$ cat src/rtl/core/pdpa_pkg.sv
// Shared types, constants and tables of the pose delta progress accumulator.
package pdpa_pkg;

    typedef enum logic [4:0] {
        S_IDLE,
        S_QMUL,
        S_DRAIN,
        S_QRND,
        S_SQ,
        S_ROOT_GO,
        S_ROOT_WAIT,
        S_CINIT,
        S_CORDIC,
        S_ANGLE,
        S_RPROD,
        S_RMAT,
        S_TPROD,
        S_TDIFF,
        S_NORM,
        S_TSQ,
        S_DIST,
        S_ADD,
        S_DONE
    } state_t;

    // accumulate command, registered with the product in the cycle after the multiplier issue
    typedef struct packed {
        logic       en;
        logic       clr;
        logic       neg;
        logic [3:0] dst;
    } acc_op_t;

    typedef struct packed {
        logic [1:0] a_idx;
        logic [1:0] b_idx;
        logic       neg;
    } rterm_t;

    localparam int ROOT_BITS    = 32;
    localparam int ROOT_CNT_W   = $clog2(ROOT_BITS);
    localparam int CORDIC_STEPS = 24;

    localparam logic [1:0] Q_W = 2'd0;
    localparam logic [1:0] Q_X = 2'd1;
    localparam logic [1:0] Q_Y = 2'd2;
    localparam logic [1:0] Q_Z = 2'd3;

    localparam logic signed [31:0] HALF_PI_Q24 = 32'sd26353589;

    // sign of each term of q_last * conj(q_cur), index component*4 + term
    localparam logic [15:0] QNEG_MASK = 16'h3950;

    function automatic logic signed [31:0] sext16(input logic signed [15:0] v);
        return {{16{v[15]}}, v};
    endfunction

    function automatic logic signed [31:0] cordic_angle(input logic [4:0] i);
        logic signed [31:0] a;
        case (i)
            5'd0:    a = 32'sd13176795;
            5'd1:    a = 32'sd7778716;
            5'd2:    a = 32'sd4110060;
            5'd3:    a = 32'sd2086331;
            5'd4:    a = 32'sd1047214;
            5'd5:    a = 32'sd524117;
            5'd6:    a = 32'sd262123;
            5'd7:    a = 32'sd131069;
            5'd8:    a = 32'sd65536;
            5'd9:    a = 32'sd32768;
            5'd10:   a = 32'sd16384;
            5'd11:   a = 32'sd8192;
            5'd12:   a = 32'sd4096;
            5'd13:   a = 32'sd2048;
            5'd14:   a = 32'sd1024;
            5'd15:   a = 32'sd512;
            5'd16:   a = 32'sd256;
            5'd17:   a = 32'sd128;
            5'd18:   a = 32'sd64;
            5'd19:   a = 32'sd32;
            5'd20:   a = 32'sd16;
            5'd21:   a = 32'sd8;
            5'd22:   a = 32'sd4;
            5'd23:   a = 32'sd2;
            default: a = 32'sd0;
        endcase
        return a;
    endfunction

    // two product terms per rotation matrix entry, row major
    function automatic rterm_t rprod_term(input logic [4:0] k);
        rterm_t t;
        case (k)
            5'd0:    t = '{Q_Y, Q_Y, 1'b0};
            5'd1:    t = '{Q_Z, Q_Z, 1'b0};
            5'd2:    t = '{Q_X, Q_Y, 1'b0};
            5'd3:    t = '{Q_W, Q_Z, 1'b1};
            5'd4:    t = '{Q_X, Q_Z, 1'b0};
            5'd5:    t = '{Q_W, Q_Y, 1'b0};
            5'd6:    t = '{Q_X, Q_Y, 1'b0};
            5'd7:    t = '{Q_W, Q_Z, 1'b0};
            5'd8:    t = '{Q_X, Q_X, 1'b0};
            5'd9:    t = '{Q_Z, Q_Z, 1'b0};
            5'd10:   t = '{Q_Y, Q_Z, 1'b0};
            5'd11:   t = '{Q_W, Q_X, 1'b1};
            5'd12:   t = '{Q_X, Q_Z, 1'b0};
            5'd13:   t = '{Q_W, Q_Y, 1'b1};
            5'd14:   t = '{Q_Y, Q_Z, 1'b0};
            5'd15:   t = '{Q_W, Q_X, 1'b0};
            5'd16:   t = '{Q_X, Q_X, 1'b0};
            5'd17:   t = '{Q_Y, Q_Y, 1'b0};
            default: t = '{Q_W, Q_W, 1'b0};
        endcase
        return t;
    endfunction

    function automatic logic rmat_diag(input logic [3:0] e);
        return (e == 4'd0) || (e == 4'd4) || (e == 4'd8);
    endfunction

endpackage

$ cat src/rtl/core/pdpa_isqrt.sv
// Bit-serial floor square root of a 64-bit value, one root bit per cycle.
module pdpa_isqrt (
    input  logic        clk,
    input  logic        rst_n,
    input  logic        start,
    input  logic [63:0] radicand,
    output logic        done,
    output logic [31:0] root
);
    import pdpa_pkg::*;

    logic [63:0]           rad_reg;
    logic [35:0]           rem_reg;
    logic [31:0]           root_reg;
    logic [ROOT_CNT_W-1:0] cnt_reg;
    logic                  busy_reg;
    logic                  done_reg;

    logic [35:0] rem_sh;
    logic [35:0] trial;
    logic        fits;

    assign rem_sh = {rem_reg[33:0], rad_reg[63:62]};
    assign trial  = {2'b00, root_reg, 2'b01};
    assign fits   = rem_sh >= trial;

    always_ff @(posedge clk or negedge rst_n)
    begin
        if (!rst_n)
        begin
            busy_reg <= 1'b0;
            done_reg <= 1'b0;
            cnt_reg  <= '0;
        end
        else
        begin
            done_reg <= 1'b0;
            if (start)
            begin
                busy_reg <= 1'b1;
                cnt_reg  <= '0;
            end
            else if (busy_reg)
            begin
                cnt_reg <= cnt_reg + 1'b1;
                if (cnt_reg == ROOT_CNT_W'(ROOT_BITS - 1))
                begin
                    busy_reg <= 1'b0;
                    done_reg <= 1'b1;
                end
            end
        end
    end

    always_ff @(posedge clk)
    begin
        if (start)
        begin
            rad_reg  <= radicand;
            rem_reg  <= '0;
            root_reg <= '0;
        end
        else if (busy_reg)
        begin
            rad_reg <= {rad_reg[61:0], 2'b00};
            if (fits)
            begin
                rem_reg  <= rem_sh - trial;
                root_reg <= {root_reg[30:0], 1'b1};
            end
            else
            begin
                rem_reg  <= rem_sh;
                root_reg <= {root_reg[30:0], 1'b0};
            end
        end
    end

    assign done = done_reg;
    assign root = root_reg;

endmodule

$ cat config.mk
export PLATFORM = sky130hd
export DESIGN_NAME = pdpa_isqrt
export DESIGN_NICKNAME = d
export VERILOG_FILES = /design/src/rtl/core/pdpa_pkg.sv /design/src/rtl/core/pdpa_isqrt.sv
export SDC_FILE = /design/constraint.sdc
export NUM_CORES = 1
export LEC_CHECK = 0
export BUFFER_PORTS_ARGS = -buffer_cell sky130_fd_sc_hd__buf_2
export CAP_MARGIN = 30
export CORE_ASPECT_RATIO = 1.4
export CORE_MARGIN = 2
export CORE_UTILIZATION = 27
export DETAILED_ROUTE_END_ITERATION = 6
export GPL_TIMING_DRIVEN = 0
export RECOVER_POWER = 100
export SLEW_MARGIN = 5
export SYNTH_ARGS = -nofsm -noshare
export SYNTH_HDL_FRONTEND = slang
export SYNTH_SLANG_ARGS = --single-unit
$ cat constraint.sdc
create_clock -name clk -period 3.35 [get_ports clk]
set_input_delay 0.67 -clock clk [delete_from_list [all_inputs] [get_ports clk]]
set_output_delay 0.67 -clock clk [all_outputs]
set_load 0.01 [all_outputs]
==> results.md <==
* Io pins at 100
* Setup Buffers After CTS at 0
* Clock Skew at 9.22 ps
* Max_cap viols at 0
* Leakage at 3.71 nW
* EDFF count, synth at 64
* Synth top area cells: edfxtp_1 26%, dfxtp_1 18%, mux2_2 9.4%
* Port Buffers at 98
* GR peak layer: met2
* Met3 Use GR at 4.95%
* Worst Setup Start Kind: register
* Cells after DPL at 1180
* CTS clock-pin slew for the worst setup and hold paths at 60 ps
* Initial DRC count at 255
* Register area share after synthesis at 46.0%
* Mapped cell area at 0.00744 mm²
* Run status: complete, no violations
* Core Box Area at 0.0270 mm²
* Overall power at 7.64 mW
* Worst reg2reg endpoint: rem_reg[23]$_SDFFE_PP0P_
* Hold/Removal Path Class: in2async
* Main combinational cell family by area after synthesis: multiplexers
* First-pass GRT wire length at 29200 µm
* Vias in the first global route at 5794
* Mapped Cells at 715
* Average wire per standard cell at 14.7 µm
* Synth Area in Compound Gates at 13.1%
* CP required at 3690 ps
* Relative slew slack at 35.0%
* Largest area contributor in the netlist: edfxtp_1
* YS warnings at 0
* Flops & latches, synth at 137
* Largest fanout on the critical path at 6
* Total gr overflow at 0
* Syn nets at 818
* # clock sinks at 137
* Post_cts resized at 0
* Nets@finish at 937
* Hold slack at 141 ps
* Main synth FF type: dfxtp_1
* Avg Cell Area, Syn at 10.4 µm²
* RD Place Congestion at 0.840
* CTS tree: built
* CP Data Arrival Time at 3340 ps
* Die ar. at 0.0289 mm²
* Post-synth ARST share at 5.11%
* Synth-to-Final Area Change at 20.1%
* Clock network latency to the later pin of the worst-skew pair at 420 ps
* DR pass1 iterations at 4
* Clock buffer depth at 2
* Share of post-route cells with drive strength above 1 at 20.2%
* Number of cells on the worst reg-to-reg path at 11
* Initial Util at 27.5%
* Worst slew pin tran at 976 ps
* Vias at 5552
* TritonCTS Buffers at 17
* F_max at 0.333 GHz
* Largest register FFs at 64
* Distinct cells, synth at 55
* Row count at 71
* Post-synthesis xor/xnor area fraction at 3.77%
* Fin. max-slew vios at 0
* GR Layer Usage met1 at 14.1%
* Synth Area in Adders at 6.06%
* Share of the synthesized area in the top cell type at 25.8%
* Fin crit period at 3000 ps
* Die width at 144 µm
* WL final at 17800 µm
* Post-route setup TNS at 0 ps
* Post-synthesis mux area share at 15.7%
* Largest net degree at the start of global routing at 41
* R2r startpoint: root[6]$_SDFFE_PP0P_
* Die Y at 200 µm
* WS Path Type: reg2reg
* Final-report setup violation count at 0
* Flop-to-flop setup slack at 350 ps
* Endpoint type of the worst setup path: register
* H-tree depth at 4
* RSZ-0062 raised after global routing: no
* Vias/cell at 4.58
* Hold Buf Count CTS at 0
* ANT cells at 0
* Synth Area in Simple Gates at 11.2%
* Antenna Nets Post-Route at 0
* Post-DP HPWL at 13300 µm
* Residual DRC at 0
* Initial antenna violation count at 1
* Final Hold Vio Count at 0
* M2 GR Usage at 22.1%
* Filler-free cell count of the finished design at 1212
* Period utilisation layout at 89.6%
* GRT Total Usage at 12.8%
* Root Buffer: clkbuf_16
* Max VDD drop at 0.000380 V
* P per Cell Area at 855 mW/mm²
[cell type report]
| type | count | area [µm²] |
|---|---|---|
| multi-input cells | 502 | 3680 |
| clock buffers | 19 | 433 |
| repair buffers | 100 | 458 |
| plain buffers | 34 | 156 |
| flip-flops and latches | 137 | 3420 |
| well taps | 365 | 457 |
| fillers | 2840 | 18100 |
| clock inverters | 13 | 176 |
| inverters | 42 | 158 |
[cell usage after synthesis, drive strengths merged, types with 3 or more instances]
cell type and n:
o21bai 4, nand4 3, o21ai 19, or3 4
mux2 62, o21a 5, dfrtp 7, mux2i 47
clkbuf 23, buf 11, inv 42, edfxtp 64
a211oi 32, nor2b 8, and3 7, ha 36
nor2 95, nand2b 5, nor3 11, dfxtp 66
nand3 10, o22ai 3, o211ai 3, and2 4
nand2 32, a31oi 12, a21o 10, a21oi 39
xor2 12, xnor2 20
[metrics by stage]
step                      worst slack [ps]  utilization [%]  instance area, µm²
final                                  347             33.1                8930
after floorplan                        640                -                7440
after detailed placement               354             31.2                8430
after global routing                   106             33.1                8930
after CTS                              341             33.5                9040
after global placement                -350             31.0                8380
[worst max-delay path by stage]
| stage | start | endpoint | slack (ps) | cells after the start |
|---|---|---|---|---|
| 6_report | root[6]$_SDFFE_PP0P_ | rem_reg[23]$_SDFFE_PP0P_ | 350 | 11 |
| 3_3_place_gp | start | rad_reg[62]$_DFFE_PP_ | -350 | 3 |
| 4_1_cts | root[6]$_SDFFE_PP0P_ | rem_reg[23]$_SDFFE_PP0P_ | 340 | 11 |
| 2_1_floorplan | start | rad_reg[0]$_SDFFCE_PN0P_ | 640 | 3 |
| 3_5_place_dp | root[6]$_SDFFE_PP0P_ | rem_reg[23]$_SDFFE_PP0P_ | 350 | 11 |
| 5_1_grt | busy_reg$_DFF_PN0_ | rad_reg[56]$_DFFE_PP_ | 110 | 5 |
[per-layer routing]
layer	part of all wire (%)	up-vias
met1	41	2599
met2	50	120
met3	7.5	32
met4	2.1	2
li1	-	2799
met5	0.073	-
[where the power goes]
group | leakage, nW | internal, mW | switching (mW)
Combinational | 2.11 | 1.59 | 1.90
Clock | 0.284 | 1.24 | 0.723
Sequential | 1.31 | 2.02 | 0.164
[worst max-delay path, stage by stage (launching register included)]
cell      delay [ps]
dfxtp_1          370
inv_1             60
ha_1             370
a21oi_1          230
o21ai_0          240
nor3b_1          410
a211oi_1         160
or3_1            420
a31oi_1          220
xnor2_1          140
mux2i_1           90
a211oi_1         210
[kinds of logic after synthesis]
family | Yosys count
compound gates | 140
buf+inv | 76
simple gates | 185
flops | 137
xor+xnor | 32
fa+ha+maj | 36
mux | 109
[layout by cell type (no fill, tap or decap), drive strengths merged, types with 3 or more instances in the layout]
| cell type | netlist | routed |
|---|---|---|
| dfrtp | 7 | 7 |
| buf | 11 | 72 |
| nand3 | 10 | 10 |
| nand2 | 32 | 32 |
| ha | 36 | 36 |
| nor2 | 95 | 95 |
| nand4 | 3 | 3 |
| nor3 | 11 | 11 |
| a31oi | 12 | 12 |
| xor2 | 12 | 12 |
| and2 | 4 | 4 |
| a21oi | 39 | 39 |
| inv | 42 | 42 |
| o21ai | 19 | 19 |
| clkinv | 0 | 5 |
| and3 | 7 | 7 |
| nor2b | 8 | 8 |
| edfxtp | 64 | 64 |
| o211ai | 3 | 3 |
| xnor2 | 20 | 20 |
| clkbuf | 23 | 81 |
| o22ai | 3 | 3 |
| clkinvlp | 0 | 4 |
| nand2b | 5 | 5 |
| mux2 | 62 | 62 |
| bufinv | 0 | 4 |
| or3 | 4 | 4 |
| o21a | 5 | 5 |
| o21bai | 4 | 4 |
| a21o | 10 | 10 |
| dfxtp | 66 | 66 |
| mux2i | 47 | 47 |
| a211oi | 32 | 32 |
Note: power is estimated with default switching activity, not from simulation.
